--- config.mk ---
export PLATFORM = sky130hd
export DESIGN_NAME = pareto_front_ranker
export DESIGN_NICKNAME = d
export VERILOG_FILES = /design/src/hw/rtl/pfr_pkg.sv /design/src/hw/rtl/pfr_ram.sv /design/src/hw/rtl/pfr_dom_cmp.sv /design/src/hw/rtl/pareto_front_ranker.sv
export SDC_FILE = /design/constraint.sdc
export NUM_CORES = 2
export LEC_CHECK = 0
export BUFFER_PORTS_ARGS = -buffer_cell sky130_fd_sc_hd__clkbuf_2
export CORE_ASPECT_RATIO = 0.7
export CORE_UTILIZATION = 60
export CTS_CLUSTER_SIZE = 20
export DETAILED_ROUTE_END_ITERATION = 7
export PLACE_DENSITY_LB_ADDON = 0.3
export SYNTH_ARGS = -nofsm -noshare
export SYNTH_HDL_FRONTEND = slang
export SYNTH_HIERARCHICAL = 1
export SYNTH_SLANG_ARGS = --single-unit
--- constraint.sdc ---
create_clock -name i_clk -period 11.9 [get_ports i_clk]
set_clock_uncertainty 0.2 [all_clocks]
set_input_delay 2.38 -clock i_clk [delete_from_list [all_inputs] [get_ports i_clk]]
set_output_delay 2.38 -clock i_clk [all_outputs]
set_load 0.01 [all_outputs]
--- src/hw/rtl/pfr_pkg.sv ---
// ============================================================================
// Pareto front ranker package
// Word formats, field widths and sequencer states shared by the ranker files.
// ============================================================================
package pfr_pkg;

    localparam int FIELD_W  = 16;   // width of one objective field on the port
    localparam int MARGIN_W = 16;   // width of the dominance margin register
    localparam int RANK_W   = 7;    // width of a front number
    localparam int POS_W    = 6;    // width of a load-order position

    typedef struct packed {
        logic [FIELD_W-1:0] profit;
        logic [FIELD_W-1:0] activity;
        logic [FIELD_W-1:0] risk_score;
        logic               last_in_set;
    } t_in_word;

    typedef struct packed {
        logic [POS_W-1:0]  position;
        logic [RANK_W-1:0] front_no;
        logic              final_result;
        logic              dropped;
    } t_out_word;

    typedef enum logic [3:0] {
        S_LOAD,
        S_PASS_START,
        S_I_FETCH,
        S_I_LATCH,
        S_J_SCAN,
        S_J_DONE,
        S_PASS_END,
        S_FILL,
        S_OUT_RD,
        S_OUT_CAP,
        S_OUT_WAIT
    } t_state;

endpackage

--- src/hw/rtl/pfr_ram.sv ---
// ============================================================================
// Generic single-port-write RAM
// One write port, one read port, read data registered.
// ============================================================================
module pfr_ram #(
    parameter int WIDTH = 16,
    parameter int DEPTH = 64
) (
    input  logic                     i_clk,
    input  logic                     i_wr_en,
    input  logic [$clog2(DEPTH)-1:0] i_wr_addr,
    input  logic [WIDTH-1:0]         i_wr_data,
    input  logic                     i_rd_en,
    input  logic [$clog2(DEPTH)-1:0] i_rd_addr,
    output logic [WIDTH-1:0]         o_rd_data
);

    logic [WIDTH-1:0] r_mem [DEPTH];
    logic [WIDTH-1:0] r_rd_data;

    always_ff @(posedge i_clk) begin
        if (i_wr_en) begin
            r_mem[i_wr_addr] <= i_wr_data;
        end
        if (i_rd_en) begin
            r_rd_data <= r_mem[i_rd_addr];
        end
    end

    assign o_rd_data = r_rd_data;

endmodule

--- src/hw/rtl/pfr_dom_cmp.sv ---
// ============================================================================
// Pareto dominance compare
// Decide whether candidate A dominates candidate B under a margin.
// ============================================================================
module pfr_dom_cmp
    import pfr_pkg::*;
#(
    parameter int OBJ_W = 16
) (
    input  logic [3*OBJ_W-1:0]  i_obj_a,
    input  logic [3*OBJ_W-1:0]  i_obj_b,
    input  logic [MARGIN_W-1:0] i_margin,
    output logic                o_beats
);

    localparam int SUM_W = ((OBJ_W > MARGIN_W) ? OBJ_W : MARGIN_W) + 1;

    logic [2:0] worse;
    logic [2:0] better;

    // A is worse when A + eps < B, better when A > B + eps
    always_comb begin
        logic [SUM_W-1:0] a_ext;
        logic [SUM_W-1:0] b_ext;
        logic [SUM_W-1:0] m_ext;
        for (int k = 0; k < 3; k++) begin
            a_ext     = SUM_W'(i_obj_a[k*OBJ_W +: OBJ_W]);
            b_ext     = SUM_W'(i_obj_b[k*OBJ_W +: OBJ_W]);
            m_ext     = SUM_W'(i_margin);
            worse[k]  = (a_ext + m_ext) < b_ext;
            better[k] = a_ext > (b_ext + m_ext);
        end
    end

    assign o_beats = (worse == 3'b000) && (better != 3'b000);

endmodule

--- src/hw/rtl/pareto_front_ranker.sv ---
// ============================================================================
// Pareto front ranker
// Load a set of candidates, sort them into Pareto fronts, emit ranks in order.
// ============================================================================
//
//  channel | direction | handshake                  | word
//  --------+-----------+----------------------------+---------------------------
//  in      | sink      | i_in_valid / o_in_stall    | t_in_word: 3 objectives,
//          |           |                            |   last_in_set
//  out     | source    | o_out_valid / i_out_stall  | t_out_word: position, rank,
//          |           |                            |   final_result, dropped
//  cfg     | sink      | i_cfg_valid / o_cfg_ready  | dominance margin, 16 bit
//
// Loading takes one cycle per word. Ranking runs one pass over the set per
// front; for each unranked candidate the one read port of the objective RAM
// feeds one dominance compare per cycle. Each result is then read from the
// rank RAM, captured and held until it is taken past any output stall.
// Reset (synchronous, active low) clears the sequencer, counts and margin;
// the RAMs are not cleared. The input is stalled from the last word of a set
// until its final result has been taken.
// ============================================================================
module pareto_front_ranker
    import pfr_pkg::*;
#(
    parameter int MAX_CANDIDATES = 64,
    parameter int OBJ_WIDTH      = 16
) (
    input  logic                i_clk,
    input  logic                i_rst_n,
    // candidate words
    input  logic                i_in_valid,
    output logic                o_in_stall,
    input  t_in_word            i_in,
    // rank words
    output logic                o_out_valid,
    input  logic                i_out_stall,
    output t_out_word           o_out,
    // margin register write
    input  logic                i_cfg_valid,
    output logic                o_cfg_ready,
    input  logic [MARGIN_W-1:0] i_cfg_data
);

    localparam int IDX_W   = $clog2(MAX_CANDIDATES);
    localparam int CNT_W   = $clog2(MAX_CANDIDATES + 1);
    localparam int STORE_W = (OBJ_WIDTH < FIELD_W) ? OBJ_WIDTH : FIELD_W;
    localparam int WORD_W  = 3 * STORE_W;
    localparam logic [CNT_W-1:0] CNT_MAX = CNT_W'(MAX_CANDIDATES);
    localparam logic [CNT_W-1:0] CNT_ONE = CNT_W'(1);

    // ------------------------------------------------------------------------
    // Registers
    // ------------------------------------------------------------------------
    t_state                r_state, n_state;
    logic [CNT_W-1:0]      r_count, n_count;        // candidates stored in set
    logic                  r_ovf, n_ovf;            // a word was dropped
    logic [MARGIN_W-1:0]   r_margin;
    logic [RANK_W-1:0]     r_front, n_front;        // front being built
    logic [CNT_W-1:0]      r_left, n_left;          // candidates still unranked
    logic [CNT_W-1:0]      r_found, n_found;        // members of this front
    logic [CNT_W-1:0]      r_i, n_i;                // candidate under test / sweep
    logic [CNT_W-1:0]      r_j, n_j;                // challenger read address
    logic [IDX_W-1:0]      r_jd, n_jd;              // challenger whose data is out
    logic                  r_jd_vld, n_jd_vld;
    logic                  r_hit, n_hit;            // candidate i is dominated
    logic [MAX_CANDIDATES-1:0] r_ranked, n_ranked;  // ranked in an earlier front
    logic [MAX_CANDIDATES-1:0] r_in_front, n_in_front;
    logic                  r_out_vld, n_out_vld;
    logic [WORD_W-1:0]     r_obj_i;                 // objectives of candidate i
    t_out_word             r_out;

    // ------------------------------------------------------------------------
    // RAM ports and compare unit
    // ------------------------------------------------------------------------
    logic                  obj_we, obj_re;
    logic [IDX_W-1:0]      obj_waddr, obj_raddr;
    logic [WORD_W-1:0]     obj_wdata, obj_rdata;
    logic                  rank_we, rank_re;
    logic [IDX_W-1:0]      rank_waddr, rank_raddr;
    logic [RANK_W-1:0]     rank_wdata, rank_rdata;
    logic                  dom_beats;
    logic                  beat_hit;
    logic [IDX_W-1:0]      i_idx;

    assign i_idx     = r_i[IDX_W-1:0];
    assign obj_wdata = {i_in.profit[STORE_W-1:0],
                        i_in.activity[STORE_W-1:0],
                        i_in.risk_score[STORE_W-1:0]};

    pfr_ram #(
        .WIDTH (WORD_W),
        .DEPTH (MAX_CANDIDATES)
    ) u_obj_ram (
        .i_clk     (i_clk),
        .i_wr_en   (obj_we),
        .i_wr_addr (obj_waddr),
        .i_wr_data (obj_wdata),
        .i_rd_en   (obj_re),
        .i_rd_addr (obj_raddr),
        .o_rd_data (obj_rdata)
    );

    pfr_ram #(
        .WIDTH (RANK_W),
        .DEPTH (MAX_CANDIDATES)
    ) u_rank_ram (
        .i_clk     (i_clk),
        .i_wr_en   (rank_we),
        .i_wr_addr (rank_waddr),
        .i_wr_data (rank_wdata),
        .i_rd_en   (rank_re),
        .i_rd_addr (rank_raddr),
        .o_rd_data (rank_rdata)
    );

    // challenger (RAM data) against the candidate held in r_obj_i
    pfr_dom_cmp #(
        .OBJ_W (STORE_W)
    ) u_dom_cmp (
        .i_obj_a  (obj_rdata),
        .i_obj_b  (r_obj_i),
        .i_margin (r_margin),
        .o_beats  (dom_beats)
    );

    // count a challenger only if it is another candidate that is still unranked
    assign beat_hit = r_jd_vld && (r_jd != i_idx) && !r_ranked[r_jd] && dom_beats;

    // ------------------------------------------------------------------------
    // Sequencer: next state, counters and RAM controls
    // ------------------------------------------------------------------------
    always_comb begin
        n_state    = r_state;
        n_count    = r_count;
        n_ovf      = r_ovf;
        n_front    = r_front;
        n_left     = r_left;
        n_found    = r_found;
        n_i        = r_i;
        n_j        = r_j;
        n_jd       = r_jd;
        n_jd_vld   = r_jd_vld;
        n_hit      = r_hit;
        n_ranked   = r_ranked;
        n_in_front = r_in_front;
        n_out_vld  = r_out_vld;
        obj_we     = 1'b0;
        obj_waddr  = r_count[IDX_W-1:0];
        obj_re     = 1'b0;
        obj_raddr  = i_idx;
        rank_we    = 1'b0;
        rank_waddr = i_idx;
        rank_wdata = r_front;
        rank_re    = 1'b0;
        rank_raddr = i_idx;

        unique case (r_state)
            S_LOAD: begin
                if (i_in_valid) begin
                    // store while room is left, otherwise drop and flag
                    if (r_count < CNT_MAX) begin
                        obj_we  = 1'b1;
                        n_count = r_count + CNT_ONE;
                    end else begin
                        n_ovf = 1'b1;
                    end
                    if (i_in.last_in_set) begin
                        n_front  = RANK_W'(1);
                        n_left   = n_count;
                        n_ranked = '0;
                        n_state  = S_PASS_START;
                    end
                end
            end
            S_PASS_START: begin
                n_i        = '0;
                n_found    = '0;
                n_in_front = '0;
                n_state    = S_I_FETCH;
            end
            S_I_FETCH: begin
                if (r_i == r_count) begin
                    n_state = S_PASS_END;
                end else if (r_ranked[i_idx]) begin
                    n_i = r_i + CNT_ONE;
                end else begin
                    obj_re  = 1'b1;
                    n_state = S_I_LATCH;
                end
            end
            S_I_LATCH: begin
                n_j      = '0;
                n_hit    = 1'b0;
                n_jd_vld = 1'b0;
                n_state  = S_J_SCAN;
            end
            S_J_SCAN: begin
                // issue challenger j while judging the one read last cycle
                n_hit = r_hit | beat_hit;
                if (r_j != r_count) begin
                    obj_re    = 1'b1;
                    obj_raddr = r_j[IDX_W-1:0];
                    n_jd      = r_j[IDX_W-1:0];
                    n_jd_vld  = 1'b1;
                    n_j       = r_j + CNT_ONE;
                end else begin
                    n_jd_vld = 1'b0;
                    n_state  = S_J_DONE;
                end
            end
            S_J_DONE: begin
                if (!r_hit) begin
                    n_in_front[i_idx] = 1'b1;
                    n_found           = r_found + CNT_ONE;
                    rank_we           = 1'b1;
                end
                n_i     = r_i + CNT_ONE;
                n_state = S_I_FETCH;
            end
            S_PASS_END: begin
                if (r_found == '0) begin
                    // no undominated candidate: the rest share this front
                    n_i     = '0;
                    n_state = S_FILL;
                end else begin
                    n_ranked = r_ranked | r_in_front;
                    n_left   = r_left - r_found;
                    if (r_left == r_found) begin
                        n_i     = '0;
                        n_state = S_OUT_RD;
                    end else begin
                        n_front = r_front + RANK_W'(1);
                        n_state = S_PASS_START;
                    end
                end
            end
            S_FILL: begin
                if (r_i == r_count) begin
                    n_i     = '0;
                    n_state = S_OUT_RD;
                end else begin
                    rank_we = !r_ranked[i_idx];
                    n_i     = r_i + CNT_ONE;
                end
            end
            S_OUT_RD: begin
                rank_re = 1'b1;
                n_state = S_OUT_CAP;
            end
            S_OUT_CAP: begin
                n_out_vld = 1'b1;
                n_state   = S_OUT_WAIT;
            end
            S_OUT_WAIT: begin
                if (!i_out_stall) begin
                    n_out_vld = 1'b0;
                    if ((r_i + CNT_ONE) == r_count) begin
                        n_count = '0;
                        n_ovf   = 1'b0;
                        n_state = S_LOAD;
                    end else begin
                        n_i     = r_i + CNT_ONE;
                        n_state = S_OUT_RD;
                    end
                end
            end
            default: begin
                n_state = S_LOAD;
            end
        endcase
    end

    // ------------------------------------------------------------------------
    // State register
    // ------------------------------------------------------------------------
    always_ff @(posedge i_clk) begin
        if (!i_rst_n) begin
            r_state <= S_LOAD;
        end else begin
            r_state <= n_state;
        end
    end

    // ------------------------------------------------------------------------
    // Control registers
    // ------------------------------------------------------------------------
    always_ff @(posedge i_clk) begin
        if (!i_rst_n) begin
            r_count    <= '0;
            r_ovf      <= 1'b0;
            r_margin   <= '0;
            r_front    <= '0;
            r_left     <= '0;
            r_found    <= '0;
            r_i        <= '0;
            r_j        <= '0;
            r_jd       <= '0;
            r_jd_vld   <= 1'b0;
            r_hit      <= 1'b0;
            r_ranked   <= '0;
            r_in_front <= '0;
            r_out_vld  <= 1'b0;
        end else begin
            r_count    <= n_count;
            r_ovf      <= n_ovf;
            r_front    <= n_front;
            r_left     <= n_left;
            r_found    <= n_found;
            r_i        <= n_i;
            r_j        <= n_j;
            r_jd       <= n_jd;
            r_jd_vld   <= n_jd_vld;
            r_hit      <= n_hit;
            r_ranked   <= n_ranked;
            r_in_front <= n_in_front;
            r_out_vld  <= n_out_vld;
            if (i_cfg_valid && o_cfg_ready) begin
                r_margin <= i_cfg_data;
            end
        end
    end

    // ------------------------------------------------------------------------
    // Payload registers
    // ------------------------------------------------------------------------
    always_ff @(posedge i_clk) begin
        if (r_state == S_I_LATCH) begin
            r_obj_i <= obj_rdata;
        end
        if (r_state == S_OUT_CAP) begin
            r_out.position     <= POS_W'(r_i);
            r_out.front_no     <= rank_rdata;
            r_out.final_result <= (r_i + CNT_ONE) == r_count;
            r_out.dropped      <= r_ovf;
        end
    end

    assign o_in_stall  = (r_state != S_LOAD);
    assign o_out_valid = r_out_vld;
    assign o_out       = r_out;
    assign o_cfg_ready = 1'b1;

    // ------------------------------------------------------------------------
    // Assertions
    // ------------------------------------------------------------------------
`ifndef NO_ASSERTIONS
    // the stored count never passes capacity
    a_count_cap: assert property (@(posedge i_clk) disable iff (!i_rst_n)
        r_count <= CNT_MAX)
        else $error("stored candidate count above capacity");

    // a rank word is only shown for a stored candidate
    a_out_pos: assert property (@(posedge i_clk) disable iff (!i_rst_n)
        o_out_valid |-> (r_state == S_OUT_WAIT) && (r_i < r_count))
        else $error("rank word for a position outside the set");

    // a new pass only starts with candidates left to rank
    a_left_nonzero: assert property (@(posedge i_clk) disable iff (!i_rst_n)
        (r_state == S_PASS_START) |-> (r_left != '0) && (r_left <= r_count))
        else $error("ranking pass started with nothing left");

    // taking the final word closes the set
    a_set_close: assert property (@(posedge i_clk) disable iff (!i_rst_n)
        (o_out_valid && !i_out_stall && o_out.final_result)
            |=> (r_count == '0) && !r_ovf && (r_state == S_LOAD))
        else $error("set state not cleared after final word");
`endif

endmodule
# Word-level counts from Yosys, hierarchy flattened
# Memories as Yosys holds them, arrays and structs flattened. A register that Yosys moved wholly into a read port is not among the register bits.
# Index checks and enable logic that the tools add are counted.
[word_totals]
mem_count = 2
ram_bits = 3520
input_bits = 70
output_inout_bits = 18
mem_bits_ro = 0
reg_bits = 263
word_cells = 182
latch_bits = 0
[op_classes]
order_cmp = 10
n_reduce_logical = 29
div = 0
n_eq_ne = 31
multipliers = 0
n_shift = 0
mux = 75
bitwise = 3
addsub = 12
[mem_list]
columns = ["memory", "words", "word_bits", "read_ports", "rd_ports_with_merged_regs", "wr", "line", "rtl"]
rows = [
  ["u_obj_ram.r_mem", 64, 48, 1, 1, 1, "pfr_ram.sv:18", "logic [WIDTH-1:0] r_mem [DEPTH];"],
  ["u_rank_ram.r_mem", 64, 7, 1, 1, 1, "pfr_ram.sv:18", ""],
]
[op_table]
columns = ["op", "count"]
rows = [
  ["2-to-1 mux 64 bit", 4],
  ["one-hot mux 64 bit (2 select lines)", 2],
  ["2-to-1 mux 7 bit", 20],
  ["OR 64 bit", 2],
  ["adder 16 x 16 -> 17 bit", 6],
  ["one-hot mux 7 bit (2 select lines)", 5],
  ["greater-than comparator 16 x 17 -> 1 bit", 3],
  ["< comparator 17 x 16 -> 1 bit", 3],
  ["one-hot mux 7 bit (6 select lines)", 1],
  ["2-to-1 mux 4 bit", 10],
  ["one-hot mux 4 bit (10 select lines)", 1],
  ["adder 7 x 1 -> 7 bit, second input constant", 5],
  ["inequality test 2 bit, second input constant", 14],
  ["== test 7 bit", 3],
  ["2-to-1 mux 1 bit", 21],
  ["== test 4 x 3 -> 1 bit, second input constant", 4],
  ["< comparator 6 x 7 -> 1 bit, second input constant", 2],
  ["binary-select mux 1 bit (select 6 bit)", 2],
  ["== test 4 bit, second input constant", 3],
  ["2-to-1 mux 6 bit", 2],
  ["one-hot mux 1 bit (2 select lines)", 6],
  ["AND reduction 6 bit", 2],
  ["AND reduction 5 bit", 2],
  ["nonzero test 2 bit", 5],
  ["21 further kinds", 32],
]

# Depth between registers and ports, before layout
[depth]
ltp_word = 7
ltp_mapped = 21
depth_no_buf = 21

# Hierarchy
# Netlist, hierarchy kept.
[modules_own_cells]
columns = ["module", "n_inst", "cells_per_inst", "seq_area_each_um2", "area_per_inst_um2"]
rows = [
  ["pfr_ram at u_obj_ram", 1, 4970, 93689.9, 117594.0],
  ["pfr_ram at u_rank_ram", 1, 827, 13663.1, 17705.7],
  ["pareto_front_ranker", 1, 1131, 5895.7, 11249.5],
  ["pfr_dom_cmp", 1, 799, 0.0, 6129.6],
]

# Least setup slack after synthesis
# OpenSTA, ideal clock, no wires.
[synth_path]
kind = "input port to flip-flop"
from = "input port i_in_valid"
to = "memory u_obj_ram/r_mem[48][0] in the netlist's numbering, enable pin"
n_path_buf = 0
setup_ps = 513
slack_ps = 4937
path_stages = 4
arrival_ps = 6250
path_cell_list = "and2_1 nor2b_1 nand4b_1 nor3_1"
[synth_between]
elab_chain_len = 4
[synth_lines]
columns = ["element", "line", "rtl"]
rows = [
  ["start: declaration", "pareto_front_ranker.sv:31", "input logic i_in_valid,"],
  ["2-to-1 mux 1 bit", "pareto_front_ranker.sv:159", "if (i_in_valid) begin"],
  ["2-to-1 mux 1 bit", "pareto_front_ranker.sv:157", "unique case (r_state)"],
  ["2-to-1 mux 1 bit", "pfr_ram.sv:22", "if (i_wr_en) begin"],
  ["2-to-1 mux 1 bit (not written as such)", "pfr_ram.sv:23", "r_mem[i_wr_addr] <= i_wr_data;"],
  ["end: declaration", "pfr_ram.sv:18", ""],
]
# Every way passes these cells.

# Worst setup path after layout
[layout_path]
from = "register r_count[1]"
to = "register u_obj_ram.r_rd_data[19] (netlist: u_obj_ram/o_rd_data[19]), read port of u_obj_ram.r_mem (data pin)"
[layout_between]
elab_chain_len = 3
[layout_lines]
columns = ["element", "line", "rtl"]
rows = [
  ["start: declaration", "pareto_front_ranker.sv:55", "logic [CNT_W-1:0] r_count, n_count;"],
  ["start signal: assignment", "pareto_front_ranker.sv:304", "r_count <= n_count;"],
  ["inequality test 7 bit", "pareto_front_ranker.sv:200", "if (r_j != r_count) begin"],
  ["2-to-1 mux 6 bit", "pareto_front_ranker.sv:200", ""],
  ["2-to-1 mux 6 bit", "pareto_front_ranker.sv:157", ""],
  ["named net obj_raddr[0]", "pareto_front_ranker.sv:76", "logic [IDX_W-1:0] obj_waddr, obj_raddr;"],
  ["end: declaration", "pfr_ram.sv:19", "logic [WIDTH-1:0] r_rd_data;"],
]
# The timed path passes the listed nets, and every way through them passes these cells.
# A chain may end at the register's enable or synchronous reset.

==> impl_metrics.py <==
metrics = {
    "flow_run": {
        "drv_cap": 1,
    },
    "worst_setup_path": {
        "rr_worst_depth": 11,
        "cp_max_fo": 113,
        "crit_path_end_kind": "flip-flop",
        "r2r_start": "r_count[1]",
        "rr_endpoint": "u_obj_ram/o_rd_data[19]",
        "critPathKind": "reg -> reg",
        "r2r_setup_slack_ns": 5.27,
        "cp-start-kind": "flip-flop",
        "crit_required_ns": 12.32,
        "arrival_ns": 7.05,
    },
    "grt": {
        "grtUsageMet1_pct": 48.2,
        "grt_busiest_layer": "met1",
        "grt_pass1_vias": 80600,
        "antenna_found_initial": 25,
        "overflow": 0,
        "grt_usage_pct": 32.8,
        "met2_usage_pct": 46.0,
        "gr-usage-met3_pct": 12.0,
        "grt_max_degree": 124,
        "grt_pass1_wl_mm": 592,
    },
    "drt": {
        "drt_iter0_drc": 14100,
        "vias": 83100,
        "drc": 0,
        "via_per_inst": 7.16,
        "dr.pass1.iters": 6,
        "wirelength_mm": 421,
        "routedWlPerCell_microns": 36.3,
        "detail-route-antenna-nets": 0,
    },
    "logic_synthesis": {
        "synth_edf_count": 3638,
        "synth_area_leaders": "edfxtp_1 72%, mux4_2 13%, dfxtp_1 2.6%, ha_1 1.6%, nor2_1 1.2%",
        "yosys-top-cells-count": "3638 x edfxtp_1, 888 x mux4_2, 476 x nor2_1",
        "yosysMostFrequentCell": "edfxtp_1",
        "yosys_warnings": 6,
        "syn-num-nets": 8005,
        "synth_area_per_cell_sq_um": 19.8,
        "synth_cells": 7727,
        "ys.flop_type": "edfxtp_1",
        "ys_seq_area_share_pct": 74.2,
        "synthDominantCellAreaShare_pct": 71.6,
        "synth_area_sq_um": 153000,
        "synth.distinct_cells": 99,
        "ys_ff_latch": 3838,
        "synth_top_area_cell": "edfxtp_1",
        "async_flop_share_pct": 0,
    },
    "timing": {
        "finalCriticalPeriod_ns": 6.63,
        "period_share_pct": 55.7,
        "finalHoldViolations": 0,
        "rsz0062_at_grt": "no",
        "clock.fmax_mhz": 151,
        "setup_violations": 0,
        "finalSetupTns_ns": 0,
        "slew_viol_final": 0,
        "worstMarginPinSlew_ns": 1.48,
        "slew_headroom_pct": 0.470,
    },
    "worst_hold_path": {
        "min_path_cells": 0,
        "holdCritStartpoint": "u_rank_ram/o_rd_data[0]",
        "min_path_type": "reg -> reg",
        "min_delay_worst_endpoint": "o_out[2]",
    },
    "place": {
        "gp_congestion": 0.873,
        "dp_hpwl_mm": 237,
        "portBuffers": 86,
        "placed_cells": 11000,
    },
    "floorplan": {
        "ioPinCount": 88,
        "coreArea_sq_um": 252000,
        "dieWidth_microns": 605,
        "fp-row-count": 154,
        "floorplan.initialDensity_pct": 60.5,
        "fp.dieH_microns": 424,
        "die_area_sq_um": 257000,
    },
    "power_and_ir_drop": {
        "p_switching_mw": 6.54,
        "power_frac_comb_pct": 7.9,
        "swShare_pct": 22.8,
        "p_seq_share_pct": 52.8,
        "vdd_drop_max_mv": 0.171,
        "intPower_mw": 22.2,
        "p_per_area_nw_per_um2": 170,
        "clockPowerShare_pct": 39.3,
        "p_leak_nw": 52.0,
    },
    "clock_network": {
        "post_cts_resized": 0,
        "cts_buffer_depth": 4,
        "h-tree-depth": 5,
        "cts_sinks": 3838,
        "clkLatencyLatePin_ns": 0.92,
        "cts_buffers": 346,
        "cts_setup_buffers": 0,
        "root_buffer": "clkbuf_16",
        "ctsHoldBuffers": 0,
        "clk_pin_slew_ns": 0.06,
        "cts_tree": "built",
    },
    "status": {
        "outcome": "complete, but fails checks",
        "failed_checks": "capacitance limit",
    },
    "final_layout": {
        "nNetsFinal": 8247,
        "layout.cells.non_filler": 11600,
        "drive_gt1_share_pct": 22.4,
        "synthToLayoutAreaGrowth_pct": 10.5,
    },
}
[stage by stage]
step                utilization (%)  hold slack [ns]  area (sq um)  worst slack (ns)  total power [mW]
global placement               62.4            0.211        157000              5.41              17.6
floorplan                         -            0.200        153000              4.94              16.9
detailed placement             62.4            0.218        157000              5.44              17.7
CTS                            66.9            0.233        169000              5.33              28.7
finish                         66.9            0.234        169000              5.27              28.7
global route                   66.9            0.242        169000              4.74              29.4
[cells by family (layout without fill, tap and decap cells)]
family	count (synthesis)	after routing	synth area share, %
flops	3838	3838	74.2
buf+inv	514	1039	1.66
mux	1036	1036	14.1
simple gates	953	953	2.91
other cells	1	3	0.00246
xor+xnor	113	113	0.648
compound gates	1064	1064	4.76
fa+ha+maj	208	208	1.74
[area by class of cell]
cell class	count	area, sq um
repair buffers	299	2130
well taps	3354	4200
multi-input cells	3375	37500
flip-flops and latches	3838	113000
clock buffers	422	9150
inverters	109	409
clock inverters	209	2090
fillers	15500	83500
diodes	2	5.00
[cell usage in the layout (no fill, tap or decap), types with 70 or more instances in the layout]
| cell type | synthesis | layout |
|---|---|---|
| o22ai_1 | 138 | 138 |
| nand2_1 | 138 | 135 |
| a221oi_1 | 86 | 86 |
| nor2_1 | 476 | 412 |
| clkbuf_2 | 1 | 85 |
| buf_4 | 72 | 204 |
| dfxtp_1 | 200 | 188 |
| a21oi_1 | 313 | 313 |
| mux4_2 | 888 | 888 |
| a22oi_1 | 86 | 86 |
| clkbuf_16 | 0 | 353 |
| clkinv_1 | 0 | 71 |
| ha_1 | 201 | 201 |
| inv_1 | 109 | 108 |
| mux2i_1 | 122 | 122 |
| edfxtp_1 | 3638 | 3638 |
| clkinv_2 | 0 | 70 |
[power groups by stage]
stage | Combinational, mW | Sequential (mW) | Clock, mW
2_1_floorplan | 1.53 | 15.3 | 0
3_3_place_gp | 2.15 | 15.4 | 0
3_5_place_dp | 2.21 | 15.5 | 0
4_1_cts | 2.23 | 15.2 | 11.3
5_1_grt | 2.42 | 15.2 | 11.8
6_report | 2.26 | 15.2 | 11.3
[state kept, by name (all words and copies together) (netlist names), 4 cells and up]
signal and count:
r_in_front 64, r_ranked 64, r_front 7, r_margin 16, r_found 7, r_jd 6, u_rank_ram/o_rd_data 7, u_obj_ram/o_rd_data 48
r_obj_i 48, r_i 7, r_count 7, o_out 15, r_j 7, r_left 7, u_obj_ram/r_mem 3072, r_state 4
u_rank_ram/r_mem 448
[worst max path at each step]
stage	endpoint	slack, ns	startpoint
global placement	u_obj_ram/o_rd_data[19]	5.41	r_count[2]
global route	u_obj_ram/o_rd_data[19]	4.74	r_state[2]
floorplan	u_obj_ram/r_mem[48][0]	4.94	i_in_valid
finish	u_obj_ram/o_rd_data[19]	5.27	r_count[1]
detailed placement	u_obj_ram/o_rd_data[19]	5.44	r_count[1]
CTS	u_obj_ram/o_rd_data[19]	5.33	r_count[1]
[metal layers]
metal  share of wire [%]  vias to the layer above
met4                 3.7                       24
li1                    -                    32500
met5               0.039                        -
met3                  17                      939
met1                  37                    42900
met2                  43                     6776
[worst max-delay path, cell delays in order, from the launching register on]
cell     delay (ns)
dfxtp_1        0.79
xor2_1         0.23
o41ai_2        0.37
buf_4          0.36
mux2_8         0.57
buf_12         0.64
buf_4          0.97
mux4_2         0.63
a22oi_1        0.25
nand2_1        0.10
o22ai_1        0.71
nor2_1         0.14
Power figures use the tool's default switching activity.
